--- src/rtl/core/qei_pkg.sv ---
// Shared types and constants for the quadratic easing interpolator.
`timescale 1ns / 1ps

package qei_pkg;

  typedef enum logic [1:0] {
    CURVE_EASE_IN     = 2'd0,
    CURVE_EASE_OUT    = 2'd1,
    CURVE_EASE_IN_OUT = 2'd2,
    CURVE_LINEAR      = 2'd3
  } curve_mode_t;

  // Register map: index = paddr[5:3], 64-bit registers at 8-byte spacing
  localparam int unsigned PADDR_W   = 6;
  localparam int unsigned PDATA_W   = 64;
  localparam logic [2:0] REG_CURVE_MODE  = 3'd0;
  localparam logic [2:0] REG_START_LEVEL = 3'd1;
  localparam logic [2:0] REG_END_LEVEL   = 3'd2;
  localparam logic [2:0] REG_BEGIN_TICK  = 3'd3;
  localparam logic [2:0] REG_END_TICK    = 3'd4;

  localparam int unsigned LEVEL_W    = 16;
  localparam int unsigned OUT_DATA_W = 24;
  localparam int unsigned PCT_W      = 7;
  localparam int unsigned WEIGHT_W   = 14;
  localparam int unsigned DIV_STEPS  = 7;

  localparam logic [PCT_W-1:0]    PCT_FULL    = 7'd100;
  localparam logic [PCT_W-1:0]    PCT_HALF    = 7'd50;
  localparam logic [WEIGHT_W-1:0] WEIGHT_FULL = 14'd10000;
  localparam logic signed [31:0]  ROUND_HALF  = 32'sd5000;

  // floor(x/10000) = (x * RECIP_M) >> RECIP_SHIFT, exact for x < 2^31
  localparam logic [30:0] RECIP_M     = 31'd1759218605;
  localparam int unsigned RECIP_SHIFT = 44;
  localparam int unsigned QUOT_W      = 18;
  // bias makes the rounded numerator non-negative: 65536 * 10000
  localparam logic signed [31:0] FLOOR_BIAS = 32'sd655360000;
  localparam logic signed [18:0] QUOT_BIAS  = 19'sd65536;

  typedef struct packed {
    logic load;      // latch sample on input request
    logic classify;  // compare against segment ends
    logic prep;      // set up percent divider
    logic div_step;  // one restoring quotient bit
    logic weight;    // square of progress term
    logic scale;     // diff * weight + rounding
    logic recip;     // divide by 10000 via reciprocal
    logic emit;      // write result register
  } cmd_t;

  typedef struct packed {
    logic pre_begin;
    logic after;
    logic span_zero;
  } status_t;

endpackage

--- src/rtl/core/qei_cfg_regs.sv ---
// Configuration register file with APB-style access.
`timescale 1ns / 1ps

module qei_cfg_regs #(
  parameter int unsigned TIME_WIDTH = 48
) (
  input  logic                          clk,
  input  logic                          rst,
  input  logic                          psel,
  input  logic                          penable,
  input  logic                          pwrite,
  input  logic [qei_pkg::PADDR_W-1:0]   paddr,
  input  logic [qei_pkg::PDATA_W-1:0]   pwdata,
  output logic [qei_pkg::PDATA_W-1:0]   prdata,
  output logic [1:0]                    curve_mode,
  output logic [qei_pkg::LEVEL_W-1:0]   start_level,
  output logic [qei_pkg::LEVEL_W-1:0]   end_level,
  output logic [TIME_WIDTH-1:0]         begin_tick,
  output logic [TIME_WIDTH-1:0]         end_tick,
  output logic                          cfg_write
);

  logic       wr_en;
  logic [2:0] reg_idx;

  assign reg_idx = paddr[qei_pkg::PADDR_W-1:3];
  assign wr_en   = psel & penable & pwrite;

  always_comb begin
    case (reg_idx)
      qei_pkg::REG_CURVE_MODE,
      qei_pkg::REG_START_LEVEL,
      qei_pkg::REG_END_LEVEL,
      qei_pkg::REG_BEGIN_TICK,
      qei_pkg::REG_END_TICK: cfg_write = wr_en;
      default:               cfg_write = 1'b0;
    endcase
  end

  always_ff @(posedge clk) begin
    if (rst) begin
      curve_mode  <= '0;
      start_level <= '0;
      end_level   <= '0;
      begin_tick  <= '0;
      end_tick    <= '0;
    end else if (wr_en) begin
      case (reg_idx)
        qei_pkg::REG_CURVE_MODE:  curve_mode  <= pwdata[1:0];
        qei_pkg::REG_START_LEVEL: start_level <= pwdata[qei_pkg::LEVEL_W-1:0];
        qei_pkg::REG_END_LEVEL:   end_level   <= pwdata[qei_pkg::LEVEL_W-1:0];
        qei_pkg::REG_BEGIN_TICK:  begin_tick  <= pwdata[TIME_WIDTH-1:0];
        qei_pkg::REG_END_TICK:    end_tick    <= pwdata[TIME_WIDTH-1:0];
        default: ;
      endcase
    end
  end

  always_comb begin
    prdata = '0;
    case (reg_idx)
      qei_pkg::REG_CURVE_MODE:  prdata[1:0] = curve_mode;
      qei_pkg::REG_START_LEVEL: prdata[qei_pkg::LEVEL_W-1:0] = start_level;
      qei_pkg::REG_END_LEVEL:   prdata[qei_pkg::LEVEL_W-1:0] = end_level;
      qei_pkg::REG_BEGIN_TICK:  prdata[TIME_WIDTH-1:0] = begin_tick;
      qei_pkg::REG_END_TICK:    prdata[TIME_WIDTH-1:0] = end_tick;
      default:                  prdata = '0;
    endcase
  end

endmodule

--- src/rtl/core/qei_ctrl.sv ---
// Sequencer for one sample: classify, then divide, weight, scale and reciprocal as the case needs, then emit.
`timescale 1ns / 1ps

module qei_ctrl (
  input  logic             clk,
  input  logic             rst,
  input  logic             s_tvalid,
  output logic             s_tready,
  output logic             m_tvalid,
  input  logic             m_tready,
  input  qei_pkg::status_t status,
  output qei_pkg::cmd_t    cmd
);

  typedef enum logic [2:0] {
    ST_IDLE,
    ST_CLASSIFY,
    ST_PREP,
    ST_DIVIDE,
    ST_WEIGHT,
    ST_SCALE,
    ST_RECIP,
    ST_EMIT
  } state_t;

  state_t     state;
  logic [2:0] step_cnt;
  logic       out_free;

  assign s_tready = (state == ST_IDLE);
  assign out_free = !m_tvalid || m_tready;

  always_comb begin
    cmd = '0;
    case (state)
      ST_IDLE:     cmd.load     = s_tvalid;
      ST_CLASSIFY: cmd.classify = 1'b1;
      ST_PREP:     cmd.prep     = 1'b1;
      ST_DIVIDE:   cmd.div_step = 1'b1;
      ST_WEIGHT:   cmd.weight   = 1'b1;
      ST_SCALE:    cmd.scale    = 1'b1;
      ST_RECIP:    cmd.recip    = 1'b1;
      ST_EMIT:     cmd.emit     = out_free;
      default:     cmd = '0;
    endcase
  end

  always_ff @(posedge clk) begin
    if (rst) begin
      state    <= ST_IDLE;
      step_cnt <= '0;
      m_tvalid <= 1'b0;
    end else begin
      if (cmd.emit) begin
        m_tvalid <= 1'b1;
      end else if (m_tready) begin
        m_tvalid <= 1'b0;
      end
      case (state)
        ST_IDLE: begin
          if (s_tvalid) state <= ST_CLASSIFY;
        end
        ST_CLASSIFY: begin
          if (status.pre_begin || status.after) begin
            state <= ST_EMIT;
          end else if (status.span_zero) begin
            state <= ST_WEIGHT;
          end else begin
            state <= ST_PREP;
          end
        end
        ST_PREP: begin
          step_cnt <= '0;
          state    <= ST_DIVIDE;
        end
        ST_DIVIDE: begin
          step_cnt <= step_cnt + 3'd1;
          if (step_cnt == 3'(qei_pkg::DIV_STEPS - 1)) state <= ST_WEIGHT;
        end
        ST_WEIGHT: state <= ST_SCALE;
        ST_SCALE:  state <= ST_RECIP;
        ST_RECIP:  state <= ST_EMIT;
        ST_EMIT: begin
          if (out_free) state <= ST_IDLE;
        end
        default: state <= ST_IDLE;
      endcase
    end
  end

endmodule

--- src/rtl/core/qei_datapath.sv ---
// Classification, percent divider, easing weight, scaling, reciprocal division and result register.
`timescale 1ns / 1ps

module qei_datapath #(
  parameter int unsigned TIME_WIDTH = 48
) (
  input  logic                                clk,
  input  logic                                rst,
  input  qei_pkg::cmd_t                       cmd,
  output qei_pkg::status_t                    status,
  input  logic [TIME_WIDTH-1:0]               sample_time,
  input  logic [1:0]                          curve_mode,
  input  logic [qei_pkg::LEVEL_W-1:0]         start_level,
  input  logic [qei_pkg::LEVEL_W-1:0]         end_level,
  input  logic [TIME_WIDTH-1:0]               begin_tick,
  input  logic [TIME_WIDTH-1:0]               end_tick,
  input  logic                                cfg_write,
  output logic [qei_pkg::OUT_DATA_W-1:0]      result
);

  localparam int unsigned DW = TIME_WIDTH + qei_pkg::PCT_W;

  logic [TIME_WIDTH-1:0]         t_reg;
  logic [TIME_WIDTH-1:0]         d_reg;
  logic [TIME_WIDTH-1:0]         span;
  logic                          before_r;
  logic                          after_r;
  logic [DW-1:0]                 rem;
  logic [DW-1:0]                 dvs;
  logic [qei_pkg::PCT_W-1:0]     pct;
  logic [qei_pkg::WEIGHT_W-1:0]  sq;
  logic signed [31:0]            num;
  logic [qei_pkg::QUOT_W-1:0]    quot;
  logic                          finished_flag;

  logic                          ge;
  logic [DW-1:0]                 d_ext;
  logic                          pct_low;
  logic [qei_pkg::PCT_W-1:0]     sq_base;
  logic [qei_pkg::WEIGHT_W:0]    sq2;
  logic [qei_pkg::WEIGHT_W-1:0]  weight;
  logic signed [16:0]            diff;
  logic signed [31:0]            scaled;
  logic signed [31:0]            biased;
  logic [61:0]                   recip_prod;
  logic signed [18:0]            level_sum;

  assign status.pre_begin = (t_reg < begin_tick);
  assign status.after     = (t_reg > end_tick);
  assign status.span_zero = (begin_tick == end_tick);

  assign d_ext = {{qei_pkg::PCT_W{1'b0}}, d_reg};
  assign ge    = (rem >= dvs);

  assign pct_low = (pct < qei_pkg::PCT_HALF);
  assign sq_base = (curve_mode == qei_pkg::CURVE_EASE_IN ||
                    (curve_mode == qei_pkg::CURVE_EASE_IN_OUT && pct_low))
                   ? pct : (qei_pkg::PCT_FULL - pct);
  assign sq2 = {sq, 1'b0};

  always_comb begin
    case (curve_mode)
      qei_pkg::CURVE_EASE_IN:  weight = sq;
      qei_pkg::CURVE_EASE_OUT: weight = qei_pkg::WEIGHT_FULL - sq;
      qei_pkg::CURVE_EASE_IN_OUT: begin
        if (pct_low) begin
          weight = sq2[qei_pkg::WEIGHT_W-1:0];
        end else begin
          weight = qei_pkg::WEIGHT_FULL - sq2[qei_pkg::WEIGHT_W-1:0];
        end
      end
      default: weight = qei_pkg::WEIGHT_W'(pct * qei_pkg::PCT_FULL);
    endcase
  end

  assign diff   = $signed({end_level[qei_pkg::LEVEL_W-1], end_level}) -
                  $signed({start_level[qei_pkg::LEVEL_W-1], start_level});
  assign scaled = diff * $signed({1'b0, weight}) + qei_pkg::ROUND_HALF;
  assign biased = num + qei_pkg::FLOOR_BIAS;
  assign recip_prod = biased[30:0] * qei_pkg::RECIP_M;
  assign level_sum  = $signed({{3{start_level[qei_pkg::LEVEL_W-1]}}, start_level}) +
                      $signed({1'b0, quot}) - qei_pkg::QUOT_BIAS;

  always_ff @(posedge clk) begin
    if (cmd.load) t_reg <= sample_time;
    if (cmd.classify) begin
      before_r <= status.pre_begin;
      after_r  <= status.after;
      d_reg    <= t_reg - begin_tick;
      span     <= end_tick - begin_tick;
      // empty segment counts as fully progressed
      if (status.span_zero) pct <= qei_pkg::PCT_FULL;
    end
    if (cmd.prep) begin
      // 100*d as shift-adds
      rem <= (d_ext << 6) + (d_ext << 5) + (d_ext << 2);
      dvs <= {1'b0, span, 6'b0};
      pct <= '0;
    end
    if (cmd.div_step) begin
      if (ge) rem <= rem - dvs;
      dvs <= dvs >> 1;
      pct <= {pct[qei_pkg::PCT_W-2:0], ge};
    end
    if (cmd.weight) sq <= qei_pkg::WEIGHT_W'(sq_base * sq_base);
    if (cmd.scale)  num <= scaled;
    if (cmd.recip)  quot <= recip_prod[61:qei_pkg::RECIP_SHIFT];
  end

  // result: {pad, segment_finished, level, level_valid}
  always_ff @(posedge clk) begin
    if (rst) begin
      finished_flag <= 1'b0;
      result        <= '0;
    end else begin
      if (cfg_write) finished_flag <= 1'b0;
      if (cmd.emit) begin
        result[qei_pkg::OUT_DATA_W-1:18] <= '0;
        if (before_r) begin
          result[0]    <= 1'b0;
          result[16:1] <= '0;
          result[17]   <= finished_flag;
        end else if (after_r) begin
          result[0]     <= 1'b1;
          result[16:1]  <= end_level;
          result[17]    <= 1'b1;
          finished_flag <= 1'b1;
        end else begin
          result[0]    <= 1'b1;
          result[16:1] <= level_sum[qei_pkg::LEVEL_W-1:0];
          result[17]   <= finished_flag;
        end
      end
    end
  end

endmodule

--- src/rtl/core/quadratic_easing_interpolator.sv ---
// Quadratic easing interpolator: top level joining registers, sequencer and datapath.
// Each request on the input stream is one sample time evaluated against the configured
// segment and yields exactly one result. A sample before the segment or past its end
// goes from classification straight to the output register; one on an empty segment
// passes through weight, scale and reciprocal first; one inside the segment also
// through the restoring divider, which forms the whole-percent progress one quotient
// bit per cycle. A new request is taken in the cycle after the previous one has been
// written to the output register, which holds it until the downstream side takes it.
// The user must write registers only while no request is in progress; the block does
// not enforce this. Any write to a defined register clears the sticky finished flag.
`timescale 1ns / 1ps

module quadratic_easing_interpolator #(
  parameter int unsigned TIME_WIDTH = 48
) (
  input  logic                                  clk,
  input  logic                                  rst,
  input  logic                                  s_tvalid,
  output logic                                  s_tready,
  // sample_time
  input  logic [((TIME_WIDTH + 7) / 8) * 8-1:0] s_tdata,
  output logic                                  m_tvalid,
  input  logic                                  m_tready,
  // level_valid [0], level [16:1], segment_finished [17], zero pad above
  output logic [qei_pkg::OUT_DATA_W-1:0]        m_tdata,
  input  logic                                  psel,
  input  logic                                  penable,
  input  logic                                  pwrite,
  input  logic [qei_pkg::PADDR_W-1:0]           paddr,
  input  logic [qei_pkg::PDATA_W-1:0]           pwdata,
  output logic [qei_pkg::PDATA_W-1:0]           prdata,
  output logic                                  pready
);

  logic [1:0]                  curve_mode;
  logic [qei_pkg::LEVEL_W-1:0] start_level;
  logic [qei_pkg::LEVEL_W-1:0] end_level;
  logic [TIME_WIDTH-1:0]       begin_tick;
  logic [TIME_WIDTH-1:0]       end_tick;
  logic                        cfg_write;
  qei_pkg::cmd_t               cmd;
  qei_pkg::status_t            status;

  assign pready = 1'b1;

  qei_cfg_regs #(
    .TIME_WIDTH (TIME_WIDTH)
  ) u_cfg (
    .clk         (clk),
    .rst         (rst),
    .psel        (psel),
    .penable     (penable),
    .pwrite      (pwrite),
    .paddr       (paddr),
    .pwdata      (pwdata),
    .prdata      (prdata),
    .curve_mode  (curve_mode),
    .start_level (start_level),
    .end_level   (end_level),
    .begin_tick  (begin_tick),
    .end_tick    (end_tick),
    .cfg_write   (cfg_write)
  );

  qei_ctrl u_ctrl (
    .clk      (clk),
    .rst      (rst),
    .s_tvalid (s_tvalid),
    .s_tready (s_tready),
    .m_tvalid (m_tvalid),
    .m_tready (m_tready),
    .status   (status),
    .cmd      (cmd)
  );

  qei_datapath #(
    .TIME_WIDTH (TIME_WIDTH)
  ) u_dp (
    .clk         (clk),
    .rst         (rst),
    .cmd         (cmd),
    .status      (status),
    .sample_time (s_tdata[TIME_WIDTH-1:0]),
    .curve_mode  (curve_mode),
    .start_level (start_level),
    .end_level   (end_level),
    .begin_tick  (begin_tick),
    .end_tick    (end_tick),
    .cfg_write   (cfg_write),
    .result      (m_tdata)
  );

endmodule
--- config.mk ---
export PLATFORM = sky130hd
export DESIGN_NAME = quadratic_easing_interpolator
export DESIGN_NICKNAME = d
export VERILOG_FILES = /design/src/rtl/core/qei_pkg.sv /design/src/rtl/core/qei_cfg_regs.sv /design/src/rtl/core/qei_ctrl.sv /design/src/rtl/core/qei_datapath.sv /design/src/rtl/core/quadratic_easing_interpolator.sv
export SDC_FILE = /design/constraint.sdc
export NUM_CORES = 2
export LEC_CHECK = 0
export ABC_CLOCK_PERIOD_IN_PS = 10080
export BUFFER_PORTS_ARGS = -buffer_cell sky130_fd_sc_hd__clkbuf_2
export CORE_MARGIN = 5
export CORE_UTILIZATION = 65
export DETAILED_ROUTE_END_ITERATION = 8
export PLACE_DENSITY = 0.83
export SLEW_MARGIN = 20
export SYNTH_ARGS = -nofsm -noshare
export SYNTH_HDL_FRONTEND = slang
export SYNTH_SLANG_ARGS = --single-unit
--- constraint.sdc ---
create_clock -name clk -period 10.08 [get_ports clk]
set_clock_uncertainty 0.05 [all_clocks]
set_input_delay 1.512 -clock clk [delete_from_list [all_inputs] [get_ports clk]]
set_output_delay 1.512 -clock clk [all_outputs]
set_load 0.1 [all_outputs]
# Yosys cells after proc, flatten, opt, wreduce, memory -nomap -nowiden
# Index checks and enable logic that the tools add are counted.
[totals] output_inout_bits=91 wordCells=124 ff_bits=479
[classes] multipliers=4 mux=39 bitwise_logic=2 addsub=14 n_eq_ne=18 reduce_logical=21 order_cmp=4
[op_table] cell="2-to-1 mux 55 bit" count=3
[op_table] cell="subtractor 48 bit" count=2
[op_table] cell="case mux 32 bit (2 select lines)" count=1
[op_table] cell="multiplier 31 x 31 -> 60 bit, second input constant" count=1
[op_table] cell="case mux 14 bit (4 select lines)" count=1
[op_table] cell="adder 54 x 53 -> 55 bit" count=1
[op_table] cell="adder 55 x 50 -> 55 bit" count=1
[op_table] cell=">= comparator 55 x 54 -> 1 bit" count=1
[op_table] cell="subtractor 55 x 54 -> 55 bit" count=1
[op_table] cell="2-to-1 mux 54 bit" count=1
[op_table] cell="2-to-1 mux 53 bit" count=1
[op_table] cell="== test 48 bit" count=1
[op_table] cell="> comparator 48 bit" count=1
[op_table] cell="less-than comparator 48 bit" count=1
[op_table] cell="case mux 14 bit (3 select lines)" count=1
[op_table] cell="2-to-1 mux 18 bit" count=2
[op_table] cell="2-to-1 mux 7 bit" count=5
[op_table] cell="adder 31 x 14 -> 31 bit, second input constant" count=1
[op_table] cell="adder 31 bit, second input constant" count=1
[op_table] cell="multiplier 17 x 15 -> 31 bit" count=1
[op_table] cell="subtractor 14 bit, first input constant" count=2
[op_table] cell="case mux 3 bit (8 select lines)" count=1
[op_table] cell="== test 3 bit, second input constant" count=6
[op_table] cell="subtractor 16 x 16 -> 17 bit" count=1
[op_table] cell="29 further kinds" count=64

# Depth between registers and ports, before layout
[depth] ltp_word=7 ltp_mapped=37 mapped_depth_nobuf=36

# Cells and area by module
# Synthesis repeated with hierarchy kept, for this count alone.
[hier_totals] cells_unflattened=6285 hier_area_um2=60266.6
[modules_own_cells] mod="qei_datapath" cells_per_inst=5623 instances=1 area_each_um2=53630.2 seq_area_each_um2=9499.1
[modules_own_cells] mod="qei_cfg_regs" cells_per_inst=605 instances=1 area_each_um2=6192.2 seq_area_each_um2=2602.5
[modules_own_cells] mod="qei_ctrl" cells_per_inst=55 instances=1 area_each_um2=432.9 seq_area_each_um2=140.1
[modules_own_cells] mod="quadratic_easing_interpolator" cells_per_inst=2 instances=1 area_each_um2=11.3 seq_area_each_um2=0.0

# Least setup slack after synthesis
# Ideal clock, no wire load.
[synth_timing] path_type="register to register" start="register u_ctrl.state[0]" end="register u_ctrl.state[0]" arrival_time_ns=8.521 stages_incl_launch_ff=6 period_less_slack_ns=8.629 slack_ns=1.451 t_required_ns=9.972 cell_sequence="dfxtp_1 > clkbuf_1 > nor3b_1 > nor2b_1 > o2bb2ai_1 > a31o_2"
[synth_between] elab_chain_cells=3 word_cells_on_any_way=13 classes_between="eq/ne (10); mux (1); reduce/logical (2)"
[synth_rtl] item="from (decl)" line="qei_ctrl.sv:26" source="state_t state;"
[synth_rtl] item="from (signal assigned)" line="qei_ctrl.sv:50" source="state <= ST_IDLE;"
[synth_rtl] item="from (signal assigned)" line="qei_ctrl.sv:61" source="if (s_tvalid) state <= ST_CLASSIFY;"
[synth_rtl] item="from (signal assigned)" line="qei_ctrl.sv:65" source="state <= ST_EMIT;"
[synth_rtl] item="== test 3 bit, or another cell as far along" line="qei_ctrl.sv:59" source="case (state)"
[synth_rtl] item="inequality test 2 x 1 -> 1 bit (no line) / inequality test 2 bit (equally long branches)"
[synth_rtl] item="AND reduction 3 bit (no line)"
# Parallel ways exist; a longest one is shown, timed or not.
# A chain may end at the register's enable or synchronous reset.

# Worst setup path in the final report
[layout_timing] start="register u_cfg.end_level[0] in the netlist's numbering" end="register u_dp.num[29], data pin"
[layout_between] elab_chain_cells=3
[layout_rtl] item="from (decl)" line="qei_cfg_regs.sv:17" source="output logic [qei_pkg::LEVEL_W-1:0] end_level,"
[layout_rtl] item="from (signal assigned)" line="qei_cfg_regs.sv:51" source="qei_pkg::REG_END_LEVEL: end_level <= pwdata[qei_pkg::LEVEL_W-1:0];"
[layout_rtl] item="subtractor 16 x 16 -> 17 bit" line="qei_datapath.sv:76" source="assign diff = $signed({end_level[qei_pkg::LEVEL_W-1], end_level}) -"
[layout_rtl] item="multiplier 17 x 15 -> 31 bit" line="qei_datapath.sv:78" source="assign scaled = diff * $signed({1'b0, weight}) + qei_pkg::ROUND_HALF;"
[layout_rtl] item="adder 31 x 14 -> 31 bit" line="qei_datapath.sv:78"
[layout_rtl] item="net u_dp.scaled[29]" line="qei_datapath.sv:43" source="logic signed [31:0] scaled;"
[layout_rtl] item="to (signal assigned)" line="qei_datapath.sv:106" source="if (cmd.scale) num <= scaled;"
[layout_rtl] item="to (decl)" line="qei_datapath.sv:32" source="logic signed [31:0] num;"
# The timed path passes the listed nets, and every way through them passes these cells.

==> metrics.txt <==
nets@finish between 8k and 9k; top_reg_cell synth edfxtp_1; Die ar. 0.0980 mm²; f_max 0.106 GHz; Mapped Avg Cell Area 9.06 µm²; Post-Syn Instances 6,591; # setup viols final 0; Yosys reg bits 478; drt via density 6.06; Worst setup SP type flop; final hold vios 0; Post-DP HPWL 146,000 µm; Post-DRT Antenna Nets 0; total track usage approximately 36%; Initial DRC Count 4,662; Rows approximately 110; placed cell area 0.0619 mm²; Skew-Pair Late Insertion Delay 660 ps; status complete, no violations; top flop regs u_dp.rem x55, u_dp.dvs x54; routed length per instance 22.3 µm; Starting Density approximately two thirds; H-tree levels 2; Worst EP required 10,450 ps; Core Region 0.0914 mm²; share of cells above drive strength 1 roughly 6%; TritonCTS Buffers 55; ys async rst share 0%; nature of the critical path endpoint flop; EDFF count, synth 267; Die Ht 313 µm; fin crit period 9430 ps; largest net degree at the start of global routing 105; CP max FO 5; PortBufs 173; clock buffer depth 3; gr ovfl total 0; Area Overhead vs Synth 6.95%; Worst Max-Slew Pin Slew 1130 ps; CP max stage delay roughly 630 ps; unrepaired setup endpoints after global routing no; global placement routability congestion 1.01; Worst path slowest cell fa_1; WS Path Type reg -> reg; Residual DRC 0; first-pass GRT wire length 273,000 µm; Die X 313 µm; Final Routed Wirelength 177,000 µm; Design Area, Final 0.0638 mm²; MaxCap Viol Count 0; Post-Syn Area 0.0597 mm²; Critical Path AT 9810 ps; Rel. slew slack roughly a quarter; final worst-path cycle share 93.6%; TritonCTS clock tree yes; Yosys Warn Count 0; initial antenna violation count 10; max reg flops 55; Critical Path Most Common Cell fa_1; Slew Limit Fails 0; Unique masters post-synth 84; I/O pin count 216; setup TNS 0 ps; clock sink total 478; worst hold path class reg -> reg; Seq/Total Area, Yosys 20.5%; CTS Root Cell clkbuf_16; routed via count between 40k and 50k; vias in the first global route roughly 48k; Clock transition at path regs about 90 ps; Fillers 7,123; 1st-pass router iterations 7; Largest Register u_dp.rem
-- routing by layer --
metal / wire, µm / vias to the layer above / GRT usage (%)
met5: 25 / - / 0
met4: 10400 / 4 / 17.2
met3: 16800 / 407 / 7.02
met2: 78700 / 2173 / 56.0
met1: 70600 / 23500 / 48.6
li1: - / 22000 / -
-- cell usage after synthesis (50+ instances only) --
cell,number,share of area (%)
nor2b_1,70,0.73
o21ai_0,289,2.4
nor3_1,61,0.51
and2_1,52,0.55
edfxtp_1,267,13
a21o_1,161,2.0
nand2_1,739,4.6
a211oi_1,50,0.63
fa_1,701,24
ha_1,780,16
inv_1,1190,7.5
nor2_1,308,1.9
xnor2_1,201,2.9
a21oi_1,484,4.1
dfxtp_1,211,7.1
clkbuf_1,160,1.0
xor2_1,102,1.5
nand3_1,89,0.75
nand4_1,51,0.53
-- per-stage QoR --
stage	utilization [%]	instances	hold slack [ps]	setup slack (ps)
global placement	67.7	7822	395	690
CTS	69.8	7925	412	536
floorplan	-	6612	385	1450
global route	69.9	7930	438	95.9
detailed placement	67.7	7822	401	538
finish	69.9	7931	408	649
-- cells by family after synthesis --
kind of cell | count (synthesis) | synth area share [%]
other cells | 2 | 0.0126
compound gates | 1345 | 13.9
buf+inv | 1406 | 9.03
xor+xnor | 303 | 4.45
simple gates | 1547 | 11.7
flops | 478 | 20.5
mux | 29 | 0.545
fa+ha+maj | 1481 | 39.9
-- worst max-delay path, delay by kind of cell (launching register included) --
kind	cells	cell delay (ps)
buffers and inverters	8	800
adders and majority gates	9	3920
and+or+nand+nor	3	450
xor gates and xnor gates	1	80
AOI/OAI and AO/OA	16	3510
DFF	1	410
-- path summary, 6_finish.rpt --
path / startpoint / end / slack (ps) / cells past startpoint
max: u_cfg.end_level[0]$_SDFFE_PP0P_ / u_dp.num[29]$_DFFE_PP_ / 650 / 37
min: u_dp.rem[0]$_DFF_P_ / u_dp.rem[0]$_DFF_P_ / 410 / 2
max reg2reg: u_cfg.end_level[0]$_SDFFE_PP0P_ / u_dp.num[29]$_DFFE_PP_ / 650 / 37
min reg2reg: u_dp.rem[0]$_DFF_P_ / u_dp.rem[0]$_DFF_P_ / 410 / 2
-- layout make-up --
cell class	count	area (µm²)	share of cell area [%]
clock buffer	70	1540	2.41
antenna	5	12.5	0.0196
clock inverter	33	383	0.600
tap	1186	1480	2.32
multi-input combinational	4728	42300	66.3
sequential	478	12200	19.2
timing repair buffer	239	1380	2.16
inverter	1192	4470	7.01
-- layout by cell type (no fill, tap or decap), types with 191 or more instances in the layout --
cell type	count
nand2_1	737
nor2_1	305
ha_1	780
a21oi_1	482
xnor2_1	191
dfxtp_1	211
edfxtp_1	267
fa_1	701
inv_1	1190
o21ai_0	286
-- timing repair --
| item | in CTS | in global routing |
|---|---|---|
| setup buffers | 0 | 1 |
| gates resized for setup | 0 | 2 |
| endpoints found under the hold margin | 0 | 0 |
| endpoints found under the setup margin | 0 | 5 |
| hold buffers | 0 | 0 |
Power is left out: the tool's default activity adds up to more than one toggle a clock period on the data nets, which glitch-free logic cannot reach.
